## config.mk

```make
export PLATFORM = sky130hd
export DESIGN_NAME = temp_raw_to_decimal_digits
export DESIGN_NICKNAME = d
export VERILOG_FILES = /design/src/rtl/trdd_pkg.sv /design/src/rtl/temp_raw_to_decimal_digits.sv
export SDC_FILE = /design/constraint.sdc
export NUM_CORES = 1
export LEC_CHECK = 0
export BUFFER_PORTS_ARGS = -buffer_cell sky130_fd_sc_hd__buf_2
export CAP_MARGIN = 5
export CORE_ASPECT_RATIO = 0.7
export CORE_MARGIN = 8
export CORE_UTILIZATION = 56
export DETAILED_ROUTE_END_ITERATION = 7
export PLACE_DENSITY_LB_ADDON = 0.15
export SLEW_MARGIN = 20
export SYNTH_ARGS = -nofsm -noshare
export SYNTH_HDL_FRONTEND = slang
export SYNTH_SLANG_ARGS = --single-unit
```

## constraint.sdc

```tcl
create_clock -name clk -period 3.66 [get_ports clk]
set_clock_uncertainty 0.2 [all_clocks]
set_input_delay 0.366 -clock clk [delete_from_list [all_inputs] [get_ports clk]]
set_output_delay 0.366 -clock clk [all_outputs]
set_load 0.1 [all_outputs]
```

## src/rtl/trdd_pkg.sv

```systemverilog
// Package for the reading-to-decimal-digits converter.
// It holds the digit type, the conversion constants and the digit-extraction function.
// It has no dependencies.
package trdd_pkg;

  typedef logic [3:0] digit_t;

  // Result of one decimal digit step: the digit and what remains below its place.
  typedef struct packed {
    digit_t      digit;
    logic [16:0] rem;
  } digit_step_t;

  localparam int unsigned MAG_W = 16;
  localparam int unsigned HUND_W = 17;

  // A magnitude of this many sixteenths or more gives more than 999.99 degrees.
  localparam logic [MAG_W-1:0] MAG_SAT = 16'd16000;
  localparam logic [HUND_W-1:0] HUND_MAX = 17'd99999;

  localparam logic [16:0] PLACE_10000 = 17'd10000;
  localparam logic [16:0] PLACE_1000 = 17'd1000;
  localparam logic [16:0] PLACE_100 = 17'd100;
  localparam logic [16:0] PLACE_10 = 17'd10;

  // Finds the decimal digit of r at the given place by comparing against the nine
  // multiples of the place in parallel, and subtracts the chosen multiple.
  // r must be below ten times the place.
  function automatic digit_step_t digit_step(input logic [16:0] r, input logic [16:0] place);
    digit_step_t res;
    logic [20:0] mult;
    logic [20:0] chosen;
    res.digit = '0;
    chosen = '0;
    for (int k = 1; k <= 9; k++) begin
      mult = 21'(k) * {4'd0, place};
      if ({4'd0, r} >= mult) begin
        res.digit = 4'(k);
        chosen = mult;
      end
    end
    res.rem = r - chosen[16:0];
    return res;
  endfunction

endpackage

```

## src/rtl/temp_raw_to_decimal_digits.sv

```systemverilog
// Top level of the reading-to-decimal-digits converter: a six-stage pipeline.
// It depends on trdd_pkg for the digit type, constants and the digit-step function.
//
// The block takes a signed 16-bit temperature reading in sixteenths of a degree, given
// as a low byte and a high byte, and returns the sign, an overflow flag and five decimal
// digits of the magnitude in hundredths of a degree (hundreds, tens and units of degrees,
// then tenths and hundredths, truncated). Magnitudes above 999.99 degrees saturate to all
// nines with overflow set; the sign is still reported. One reading is accepted every
// cycle unless every stage is full and the output stalls. There are six register
// stages, the first of which captures the reading at the accepting edge: sign and
// magnitude, scaling by 25/4 with saturation, and one stage for each of the
// ten-thousands, thousands, hundreds and tens digits. Each stage carries its own valid
// bit and holds only when it is full and the stage after it cannot take its beat, so
// bubbles close up and a waiting result does not block new readings while the pipeline
// has room.
module temp_raw_to_decimal_digits (
  input  logic                clk,
  input  logic                rst,
  input  logic                in_valid,
  output logic                in_ready,
  input  logic [7:0]          low_byte,
  input  logic [7:0]          high_byte,
  output logic                out_valid,
  input  logic                out_ready,
  output logic                negative,
  output logic                overflow,
  output trdd_pkg::digit_t    digit_hundreds,
  output trdd_pkg::digit_t    digit_tens,
  output trdd_pkg::digit_t    digit_units,
  output trdd_pkg::digit_t    digit_tenths,
  output trdd_pkg::digit_t    digit_hundredths
);

  // Valid bits of the six stages and the load enables that follow from them.
  logic [5:0] v;
  logic [5:0] rdy;

  // Stage 1: sign and magnitude.
  logic                        neg1;
  logic [trdd_pkg::MAG_W-1:0]  mag1;
  // Stage 2: hundredths of a degree, saturated.
  logic                        neg2, ovf2;
  logic [trdd_pkg::HUND_W-1:0] h2;
  // Stage 3: ten-thousands digit taken off.
  logic                        neg3, ovf3;
  trdd_pkg::digit_t            d4_3;
  logic [13:0]                 r3;
  // Stage 4: thousands digit taken off.
  logic                        neg4, ovf4;
  trdd_pkg::digit_t            d4_4, d3_4;
  logic [9:0]                  r4;
  // Stage 5: hundreds digit taken off.
  logic                        neg5, ovf5;
  trdd_pkg::digit_t            d4_5, d3_5, d2_5;
  logic [6:0]                  r5;
  // Stage 6: tens digit taken off; the remainder is the hundredths digit.
  logic                        neg6, ovf6;
  trdd_pkg::digit_t            d4_6, d3_6, d2_6, d1_6, d0_6;

  logic [15:0]                 raw;
  logic [16:0]                 neg_mag;
  logic [trdd_pkg::MAG_W-1:0]  mag_next;
  logic [20:0]                 prod;
  trdd_pkg::digit_step_t       step3, step4, step5, step6;

  // A stage loads when it is empty or its content moves on in the same cycle.
  assign rdy[5] = !v[5] || out_ready;
  assign rdy[4] = !v[4] || rdy[5];
  assign rdy[3] = !v[3] || rdy[4];
  assign rdy[2] = !v[2] || rdy[3];
  assign rdy[1] = !v[1] || rdy[2];
  assign rdy[0] = !v[0] || rdy[1];
  assign in_ready = rdy[0];

  always_ff @(posedge clk) begin
    if (rst) begin
      v <= '0;
    end else begin
      if (rdy[0]) begin
        v[0] <= in_valid;
      end
      for (int i = 1; i < 6; i++) begin
        if (rdy[i]) begin
          v[i] <= v[i-1];
        end
      end
    end
  end

  // The magnitude of a negative reading is its negation over 17 bits, so the most
  // negative code still gives a positive magnitude of 32768.
  always_comb begin
    raw = {high_byte, low_byte};
    neg_mag = 17'h10000 - {1'b0, raw};
    mag_next = raw[15] ? neg_mag[15:0] : raw;
  end

  always_ff @(posedge clk) begin
    if (rdy[0]) begin
      neg1 <= raw[15];
      mag1 <= mag_next;
    end
  end

  // Hundredths are the magnitude times 25, divided by 4 with truncation.
  assign prod = {5'd0, mag1} * 21'd25;

  always_ff @(posedge clk) begin
    if (rdy[1]) begin
      neg2 <= neg1;
      ovf2 <= (mag1 >= trdd_pkg::MAG_SAT);
      h2 <= (mag1 >= trdd_pkg::MAG_SAT) ? trdd_pkg::HUND_MAX : prod[18:2];
    end
  end

  assign step3 = trdd_pkg::digit_step(h2, trdd_pkg::PLACE_10000);
  assign step4 = trdd_pkg::digit_step({3'd0, r3}, trdd_pkg::PLACE_1000);
  assign step5 = trdd_pkg::digit_step({7'd0, r4}, trdd_pkg::PLACE_100);
  assign step6 = trdd_pkg::digit_step({10'd0, r5}, trdd_pkg::PLACE_10);

  always_ff @(posedge clk) begin
    if (rdy[2]) begin
      neg3 <= neg2;
      ovf3 <= ovf2;
      d4_3 <= step3.digit;
      r3 <= step3.rem[13:0];
    end
    if (rdy[3]) begin
      neg4 <= neg3;
      ovf4 <= ovf3;
      d4_4 <= d4_3;
      d3_4 <= step4.digit;
      r4 <= step4.rem[9:0];
    end
    if (rdy[4]) begin
      neg5 <= neg4;
      ovf5 <= ovf4;
      d4_5 <= d4_4;
      d3_5 <= d3_4;
      d2_5 <= step5.digit;
      r5 <= step5.rem[6:0];
    end
    if (rdy[5]) begin
      neg6 <= neg5;
      ovf6 <= ovf5;
      d4_6 <= d4_5;
      d3_6 <= d3_5;
      d2_6 <= d2_5;
      d1_6 <= step6.digit;
      d0_6 <= step6.rem[3:0];
    end
  end

  assign out_valid = v[5];
  assign negative = neg6;
  assign overflow = ovf6;
  assign digit_hundreds = d4_6;
  assign digit_tens = d3_6;
  assign digit_units = d2_6;
  assign digit_tenths = d1_6;
  assign digit_hundredths = d0_6;

`ifndef NO_ASSERTIONS
  // Every digit of a delivered result is a decimal digit.
  a_digits_decimal: assert property (@(posedge clk) disable iff (rst)
    out_valid |-> (digit_hundreds <= 4'd9) && (digit_tens <= 4'd9) && (digit_units <= 4'd9)
      && (digit_tenths <= 4'd9) && (digit_hundredths <= 4'd9))
    else $error("result digit out of decimal range");

  // A saturated result reads all nines.
  a_overflow_nines: assert property (@(posedge clk) disable iff (rst)
    (out_valid && overflow) |-> (digit_hundreds == 4'd9) && (digit_tens == 4'd9)
      && (digit_units == 4'd9) && (digit_tenths == 4'd9) && (digit_hundredths == 4'd9))
    else $error("overflow result is not all nines");

  // Input back-pressure only arises when every stage is full and the output stalls.
  a_full_before_stall: assert property (@(posedge clk) disable iff (rst)
    !in_ready |-> (&v) && !out_ready)
    else $error("input stalled while the pipeline has room");

  // A stage that is full and held keeps its valid bit.
  a_stage_holds: assert property (@(posedge clk) disable iff (rst)
    (v[2] && !rdy[3]) |=> v[2])
    else $error("held stage lost its beat");
`endif

endmodule

```

# ---- Word level (Yosys, flattened, before mapping)
# Index checks and enable logic that the tools add are counted.
# W data, S select, Z words.
dict set report classes {
  n_mul 1
  n_addsub 5
  reduce_logical 16
  mux 69
  n_lt_le_gt_ge 37
}
# op n
set ops {}
lappend ops {{$mux W4} 33}
lappend ops {{$mux W14} 9}
lappend ops {{$mux W10} 9}
lappend ops {{$mux W7} 9}
lappend ops {{$ge A14 B13 Y1 const B} 4}
lappend ops {{$ge A17 B16 Y1 const B} 3}
lappend ops {{$ge A17 B17 Y1 const B} 3}
lappend ops {{$ge A10 B10 Y1 const B} 4}
lappend ops {{$ge A17 B15 Y1 const B} 2}
lappend ops {{$ge A10 B9 Y1 const B} 3}
lappend ops {{$ge A14 B12 Y1 const B} 2}
lappend ops {{$ge A7 B6 Y1 const B} 3}
lappend ops {{$ge A7 B7 Y1 const B} 3}
lappend ops {{$mul A16 B5 Y19 const B} 1}
lappend ops {{$ge A17 B14 Y1 const B} 1}
lappend ops {{$ge A16 B14 Y1 const B} 1}
lappend ops {{$sub A1 B16 Y16 const A} 1}
lappend ops {{$mux W15} 1}
lappend ops {{$ge A14 B10 Y1 const B} 1}
lappend ops {{$ge A14 B11 Y1 const B} 1}
lappend ops {{$ge A14 B14 Y1 const B} 1}
lappend ops {{$ge A7 B5 Y1 const B} 2}
lappend ops {{$sub A14 B14 Y14} 1}
lappend ops {{$ge A10 B7 Y1 const B} 1}
lappend ops {{other kinds (9)} 29}
dict set report word_totals {
  regBits 125
  out_inout_bits 24
  in_bits 20
  elab_cells 166
}

# ---- Depth between registers and ports, before layout
# Gate-level depths: netlist of run 1.
dict set report logic_depth {
  word_depth 11
  ltp_mapped 17
  mapped_depth_nobuf 15
}

# ---- Worst setup path before layout of run 1
# OpenSTA, ideal clock, no wires.
dict set report synth_path {
  path_kind {register to register}
  from {reg v[5]}
  to {reg mag1[0] (netlist name) (enable)}
  t_arrival_ps 2772
  stages_incl_launch_ff 5
  setup_time_ps 718
  n_path_buf 0
  period_less_slack_ps 3689
  setup_slack_ps -29
  required_time_ps 2742
  cell_sequence {dfxtp_1 > nor2b_1 > and2_1 > and3_1 > nand3_1}
}
dict set report synth_via {
  elab_chain_cells 7
}
# item line_no
set synth_lines {}
lappend synth_lines {{from (decl)} temp_raw_to_decimal_digits.sv:35} ;# logic [5:0] v;
lappend synth_lines {{from (signal, indexed assignment)} temp_raw_to_decimal_digits.sv:84} ;# v[i] <= v[i-1];
lappend synth_lines {{$logic_not A1 Y1} temp_raw_to_decimal_digits.sv:67} ;# assign rdy[5] = !v[5] || out_ready;
lappend synth_lines {{$logic_or A1 B1 Y1} temp_raw_to_decimal_digits.sv:67}
lappend synth_lines {{$logic_or A1 B1 Y1} temp_raw_to_decimal_digits.sv:68} ;# assign rdy[4] = !v[4] || rdy[5];
lappend synth_lines {{$logic_or A1 B1 Y1} temp_raw_to_decimal_digits.sv:69} ;# assign rdy[3] = !v[3] || rdy[4];
lappend synth_lines {{$logic_or A1 B1 Y1} temp_raw_to_decimal_digits.sv:70} ;# assign rdy[2] = !v[2] || rdy[3];
lappend synth_lines {{$logic_or A1 B1 Y1} temp_raw_to_decimal_digits.sv:71} ;# assign rdy[1] = !v[1] || rdy[2];
lappend synth_lines {{$logic_or A1 B1 Y1} temp_raw_to_decimal_digits.sv:72} ;# assign rdy[0] = !v[0] || rdy[1];
lappend synth_lines {{named net in_ready} temp_raw_to_decimal_digits.sv:20} ;# output logic in_ready,
lappend synth_lines {{to (signal assigned)} temp_raw_to_decimal_digits.sv:101} ;# mag1 <= mag_next;
lappend synth_lines {{to (decl)} temp_raw_to_decimal_digits.sv:40} ;# logic [trdd_pkg::MAG_W-1:0] mag1;
# The timed path passes the listed nets, and every way through them passes these cells.
# A chain may end at the register's enable or synchronous reset.

# ---- Worst setup path after layout of run 1
dict set report layout_path {
  from {reg mag1[2] (netlist name)}
  to {reg h2[13] (netlist name) (data pin)}
}
dict set report layout_via {
  elab_chain_cells 1
  elab_cells_between_ends 2
  classes_between {mul: 1; order compare: 1}
}
# item line_no
set layout_lines {}
lappend layout_lines {{$mul A16 B5 Y19 / $ge A16 B14 Y1 (equally long branches)} {temp_raw_to_decimal_digits.sv:106, temp_raw_to_decimal_digits.sv:112}}
lappend layout_lines {{to (signal assigned)} temp_raw_to_decimal_digits.sv:112} ;# h2 <= (mag1 >= trdd_pkg::MAG_SAT) ? trdd_pkg::HUND_MAX : prod[18:2];
lappend layout_lines {{to (decl)} temp_raw_to_decimal_digits.sv:43} ;# logic [trdd_pkg::HUND_W-1:0] h2;
# Several ways; a longest one is shown, not always the timed one.

==> results of run 1 <==
## cell families (layout without fill, tap and decap cells)
| group | Yosys count | count (layout) | synth area share |
|---|---|---|---|
| AND/OR/NAND/NOR | 161 | 161 | 0.102 |
| multiplexers | 1 | 1 | 0.00131 |
| AO/OA/AOI/OAI | 163 | 163 | 0.141 |
| flip-flops | 125 | 125 | 0.482 |
| XOR/XNOR | 52 | 52 | 0.0594 |
| buffers and inverters | 113 | 214 | 0.0568 |
| adder cells (fa/ha/maj) | 88 | 88 | 0.158 |
## cells in the mapped netlist, drive strengths merged, types with 4 or more instances
| cell | number | area share |
|---|---|---|
| o21a | 10 | 0.0098 |
| clkbuf | 15 | 0.0073 |
| buf | 4 | 0.0034 |
| a31oi | 7 | 0.0057 |
| xor2 | 18 | 0.021 |
| o21bai | 4 | 0.0039 |
| dfxtp | 6 | 0.016 |
| or3 | 5 | 0.0047 |
| nand3 | 9 | 0.0059 |
| nor3 | 10 | 0.0080 |
| nor2 | 53 | 0.026 |
| a21oi | 46 | 0.031 |
| nand2 | 42 | 0.021 |
| o21ai | 38 | 0.025 |
| nor2b | 10 | 0.0082 |
| xnor2 | 34 | 0.039 |
| o41ai | 5 | 0.0057 |
| and3 | 6 | 0.0049 |
| a21o | 19 | 0.019 |
| fa | 15 | 0.039 |
| nand2b | 11 | 0.0090 |
| ha | 73 | 0.12 |
| edfxtp | 119 | 0.47 |
| inv | 93 | 0.046 |
| nand4 | 4 | 0.0033 |
| o31ai | 10 | 0.012 |
## worst max-delay path by stage
stage,end,cells past startpoint,slack (ns)
after floorplan,h2[13]$_SDFFCE_PP0P_,13,0.09
after global placement,h2[13]$_SDFFCE_PP0P_,13,-0.008
after detailed placement,h2[13]$_SDFFCE_PP0P_,13,-0.06
after CTS,h2[13]$_SDFFCE_PP0P_,13,0.01
after global routing,r3[11]$_DFFE_PP_,14,-0.13
final,h2[13]$_SDFFCE_PP0P_,13,0.1
## state kept, by name, summed over array words and instances, names as in the netlist, 6 cells and up
| signal | count |
|---|---|
| mag1 | 16 |
| r4 | 10 |
| h2 | 17 |
| v | 6 |
| r5 | 7 |
| r3 | 14 |
## layer usage
layer,up-vias,part of all wire
met3,25,0.076
li1,2678,-
met2,176,0.44
met1,2594,0.47
met4,0,0.013
met5,-,0
## cell type report
type,instances,share of cell area
clock inverters,14,0.0180
multi-input cells,465,0.405
flip-flops and latches,125,0.405
repair buffers,88,0.0611
well taps,185,0.0254
clock buffers,18,0.0470
inverters,94,0.0387
## through the flow
| step | area, sq um | total power [W] |
|---|---|---|
| 5_1_grt | 9130 | 0.0102 |
| 4_1_cts | 8890 | 0.00918 |
| 3_3_place_gp | 8250 | 0.00726 |
| 3_5_place_dp | 8250 | 0.00736 |
| 6_report | 9130 | 0.00947 |
| 2_1_floorplan | 7670 | 0.00632 |
## worst max-delay path, delay by kind of cell (launching register included)
kind / cells / cell delay, ns
fa+ha+maj: 4 / 1.15
xor+xnor: 1 / 0.17
flops: 1 / 0.43
compound gates: 4 / 1.13
simple gates: 1 / 0.06
buf+inv: 3 / 0.18
## what timing repair did
action | in CTS | in global routing
hold buffers | 2 | 0
pin swaps | 4 | 13
endpoints found under the hold margin | 5 | 0
endpoints found under the setup margin | 7 | 13
resized for setup | 6 | 27
buffers inserted | 0 | 15
## power groups by stage
stage	Clock (W)	Combinational (W)	Sequential (W)
floorplan	0	0.00293	0.00338
global placement	0	0.00449	0.00277
detailed placement	0	0.00458	0.00279
CTS	0.00172	0.00470	0.00276
global route	0.00178	0.00555	0.00283
finish	0.00170	0.00502	0.00275
==> metrics.cfg, run 1 <==
[timing]
finalSetupViolations = 0
final.setup.worst_slack_ns = 0.0974
fin_tns_setup_ns = 0
slew_violations = 0
hold_viol = 0
layout_min_cycle_time_ns = 3.56
slew_headroom = 0.409
max_freq_mhz = 281
fin_crit_sh = 0.973
tightest_slew_ns = 0.884
rsz0062_at_grt = true
holdWs_ns = 0.0273

[synth]
synth_warnings = 0
synth.yosys.seq_area_share = 0.482
syn_area_sq_mm = 0.00767
syn_nets = 811
syn_inst = 703
ys_ff_latch = 125
synth_cell_type_count = 57
synth-async-reset-ratio = 0
synth_edf_count = 119
synth_ff_type = edfxtp_1
syn-mean-instance-area_sq_um = 10.9

[detailed_routing]
routed_wirelength_microns = 15700
drtAntennaViolNets = 0
via_per_inst = 5.53
num_vias = 5473
drt_iter0_drc = 371
drt-wirelength-per-cell_microns = 15.8
firstDrtPassIters = 5
drc = 0

[finish]
final_cell_mix = edfxtp_1 (119), inv_1 (90), ha_1 (66)
drive_gt1_frac = 0.185
final_common_cell = edfxtp_1
fin_cells = 989
final_core_util = 0.688
syn_to_final_growth_pct = 19.1
insertedDiodeCount = 0
seq_area_sq_mm = 0.00369
final_nets = 899
multi_input_area_sq_mm = 0.00370
n_fill_cell = 1002

[clock_network]
htree_levels = 4
cts-root-buf = clkbuf_16
cts_tree = yes
clock_latency_ns = 0.41
cts_buffer_depth = 2
clk_pin_slew_ns = 0.06
cts_sinks = 125
cts_buffers = 17

[power]
ir_worst_vdd_mv = 0.479
switchingPower_w = 0.00403
seq_power_share = 0.290
p_int_w = 0.00544
pwr-share-comb = 0.530
p_leak_nw = 4.00
powerDensity_mw_per_mm2 = 1040
clock_power_share = 0.179
p_sw_frac = 0.425

[worst_hold_path]
holdCritStartpoint = low_byte[0]
hold_path_class = in -> reg
hold-path-endpoint = mag1[0]$_DFFE_PP_
hold_path_depth = 1

[grt]
busiest_layer = met2
grt_pass1_wl_microns = 25600
use_met1 = 0.251
grt_pass1_vias = 5216
grt_max_degree = 23
grtUsageMet2 = 0.272
grt-ovfl-total = 0
grt_usage = 0.180
antenna_found_initial = 0
met3_usage = 0.0427

[setup_path]
required_ns = 3.62
r2r_start = mag1[2]$_DFFE_PP_
r2r_end = h2[13]$_SDFFCE_PP0P_
critPathLaunchType = flip-flop
slowest_delay_ns = 0.48
critical_path.startpoint = mag1[2]$_DFFE_PP_
endpoint_kind = flip-flop
reg2reg_slack_ns = 0.1
cp_max_fo = 3
arrival_ns = 3.52
critPathKind = reg -> reg
cpMaxStageDelayCell = fa_1
reg2regPathDepth = 13
cp_cell_sequence = inv_2, ha_4, ha_4, inv_2, fa_1, inv_2, ha_4, a21o_1, a2111oi_4, o311ai_4, o41ai_2, xor2_1, nor2_1

[floorplan]
die-area_sq_mm = 0.0177
die_x_microns = 156
num_rows = 35
start_util = 0.578
die_y_microns = 114
io_pins = 44
core_sq_mm = 0.0133

[placed_design]
post-place-ws_ns = -0.0635
hpwl_microns = 11300
dp.cells = 940
portBuffers = 43
place.gp.congestion = 0.888

[status]
outcome = completed

[flow_run]
drv_cap = 0

(Power assumes the default switching activity.)
==> run 2: changes to the inputs <==
--- a/config.mk
+++ b/config.mk
@@ -5,12 +5,14 @@
 export SDC_FILE = /design/constraint.sdc
 export NUM_CORES = 1
 export LEC_CHECK = 0
+export ABC_AREA = 1
 export BUFFER_PORTS_ARGS = -buffer_cell sky130_fd_sc_hd__buf_2
 export CAP_MARGIN = 5
 export CORE_ASPECT_RATIO = 0.7
 export CORE_MARGIN = 8
 export CORE_UTILIZATION = 56
 export DETAILED_ROUTE_END_ITERATION = 7
+export GPL_TIMING_DRIVEN = 0
 export PLACE_DENSITY_LB_ADDON = 0.15
 export SLEW_MARGIN = 20
 export SYNTH_ARGS = -nofsm -noshare
==> metrics.cfg, run 2 <==
[status]
outcome = completed

[clock_network]
clock_latency_ns = 0.41
cts_tree = yes
clk_pin_slew_ns = 0.06
htree_levels = 4
cts_buffers = 17
cts_buffer_depth = 2
cts-root-buf = clkbuf_16
cts_sinks = 125

[setup_path]
slowest_delay_ns = 0.50
endpoint_kind = flip-flop
critPathLaunchType = flip-flop
cpMaxStageDelayCell = fa_1
crit_family = adder cells
cp_num_buf_inv = 3
required_ns = 3.62
path_common_cell = ha_1
critPathKind = reg -> reg
cp_max_fo = 5
cp_cell_sequence = ha_1, ha_1, inv_1, fa_1, inv_1, ha_1, a21oi_1, a21boi_1, nand3_1, buf_4, o21ai_0, a21oi_1
arrival_ns = 3.43

[grt]
grt_pass1_wl_microns = 26200
grt_usage = 0.172
use_met1 = 0.232
grt-ovfl-total = 0
busiest_layer = met2
grtUsageMet2 = 0.279
met3_usage = 0.0352
antenna_found_initial = 0
grt_pass1_vias = 5586
grt_max_degree = 25

[floorplan]
die_y_microns = 117
num_rows = 36
die_x_microns = 160
core_sq_mm = 0.0140
io_pins = 44
die-area_sq_mm = 0.0186
start_util = 0.577

[finish]
top_register = h2
insertedDiodeCount = 0
largest_reg_flops = 17
n_fill_cell = 1114
top_regs = h2 (17), mag1 (16), r3 (14)
drive_gt1_frac = 0.123
syn_to_final_growth_pct = 13.9
fin_cells = 1164
final_cell_mix = nand2_1 (181), inv_1 (166), edfxtp_1 (119)
final_nets = 1069
final_common_cell = nand2_1

[synth]
synth_warnings = 0
ys_top_cells_by_count = nand2_1 (183), inv_1 (166), edfxtp_1 (119)
syn_nets = 1001
synth_edf_count = 119
synth.yosys.seq_area_share = 0.457
ys_ff_latch = 125
synth_cell_type_count = 40
syn_inst = 893
yosysTopAreaCellShare = 0.442
yosysTopAreaCell = edfxtp_1
synth-async-reset-ratio = 0
syn_area_sq_mm = 0.00808
synthTopCellsByArea = edfxtp_1 (44%), ha_1 (11%), nand2_1 (8.5%), inv_1 (7.7%), fa_1 (3.7%)
synth_most_common_cell = nand2_1
syn-mean-instance-area_sq_um = 9.05
synth_ff_type = edfxtp_1

[timing]
rsz0062_at_grt = true
layout_min_cycle_time_ns = 3.48
fin_crit_sh = 0.950
final.setup.worst_slack_ns = 0.181
slew_violations = 0
slew_headroom = 0.469
tightest_slew_ns = 0.795
max_freq_mhz = 287
hold_viol = 0
finalSetupViolations = 0

[detailed_routing]
num_vias = 5997
drc = 0
drt_iter0_drc = 382
routed_wirelength_microns = 15400
drt-wirelength-per-cell_microns = 13.2
firstDrtPassIters = 5
drtAntennaViolNets = 0
via_per_inst = 5.15

[power]
p_leak_nw = 4.43
clock_power_share = 0.186
switchingPower_w = 0.00424
ir_worst_vdd_mv = 0.496
pwr-share-comb = 0.514
p_int_w = 0.00492
seq_power_share = 0.301
p_sw_frac = 0.463
powerDensity_mw_per_mm2 = 995

[worst_hold_path]
hold_path_class = in -> reg

[placed_design]
place.gp.congestion = 0.941
portBuffers = 43
hpwl_microns = 11700
post-place-ws_ns = -0.0619
dp.cells = 1126

[flow_run]
drv_cap = 0

## run 2: cell types whose count changed in the layout (fill, tap and decap cells not counted), moves of 8 or more
cell      delta
o21a_1      -10
nand2_1    +140
xnor2_1     -23
nand3_1     +33
a21oi_1     +19
inv_2        +8
inv_1       +76
nor2b_1     -10
buf_4       -40
a21o_1      -16
nor2_1      +11
nand2b_1    -11
## run 2: metal layers
layer  vias to the layer above  share of wire
li1                       3075              -
met1                      2759           0.49
met2                       153           0.45
met3                        10          0.052
met4                         0         0.0077
met5                         -              0
## run 2: final timing paths
check,from,to,slack (ns),depth (start not counted)
worst min register to register,ovf3$_DFFE_PP_,ovf4$_DFFE_PP_,0.20,0
worst max register to register,mag1[9]$_DFFE_PP_,h2[12]$_SDFFCE_PP0P_,0.18,12
worst min-delay path,high_byte[7],neg1$_DFFE_PP_,0.03,1
worst max-delay path,mag1[9]$_DFFE_PP_,h2[12]$_SDFFCE_PP0P_,0.18,12
## run 2: power by group through the flow
stage	clock network (W)	logic [W]	registers, W
6_report	0.00170	0.00470	0.00275
5_1_grt	0.00180	0.00528	0.00281
4_1_cts	0.00173	0.00467	0.00275
3_5_place_dp	0	0.00462	0.00277
3_3_place_gp	0	0.00453	0.00276
2_1_floorplan	0	0.00299	0.00344
## run 2: logic make-up (layout without fill, tap and decap cells)
family                     Yosys count  count (layout)  share of synthesized area
xor gates and xnor gates            36              36                     0.0390
adders and majority gates           88              88                      0.150
DFF                                125             125                      0.457
and+or+nand+nor                    333             333                      0.178
buffers and inverters              183             264                     0.0865
AOI/OAI and AO/OA                  128             128                     0.0899
## run 2: layout make-up
cell class,instances,area (sq um),area share
well taps,190,238,0.0258
plain buffers,4,25.0,0.00272
clock buffers,17,425,0.0462
multi-input cells,585,3700,0.402
inverters,179,674,0.0733
clock inverters,15,176,0.0192
repair buffers,49,273,0.0296
flip-flops and latches,125,3690,0.401
## run 2: repair_timing
item,in CTS,in global routing
gates resized for setup,2,3
buffers inserted,0,2
pin swaps,0,1
hold endpoints to repair,7,0
hold buffers,4,0
setup endpoints to repair,1,5
## run 2: worst reg2reg max path: stages, from the launching register on
cell      delay, ns
edfxtp_1       0.46
ha_1           0.34
ha_1           0.28
inv_1          0.05
fa_1           0.50
inv_1          0.04
ha_1           0.36
a21oi_1        0.21
a21boi_1       0.20
nand3_1        0.18
buf_4          0.19
o21ai_0        0.16
a21oi_1        0.06
## run 2: per-stage QoR
step                utilization  cell area, sq um  hold slack [ns]  setup TNS, ns  total power, W
floorplan                     -              8090            0.200              0         0.00643
finish                    0.657              9210           0.0323              0         0.00916
detailed placement        0.610              8540            0.205        -0.0619         0.00739
CTS                       0.656              9190           0.0158              0         0.00916
global route              0.657              9210           0.0351        -0.0452         0.00989
global placement          0.610              8540            0.200              0         0.00728
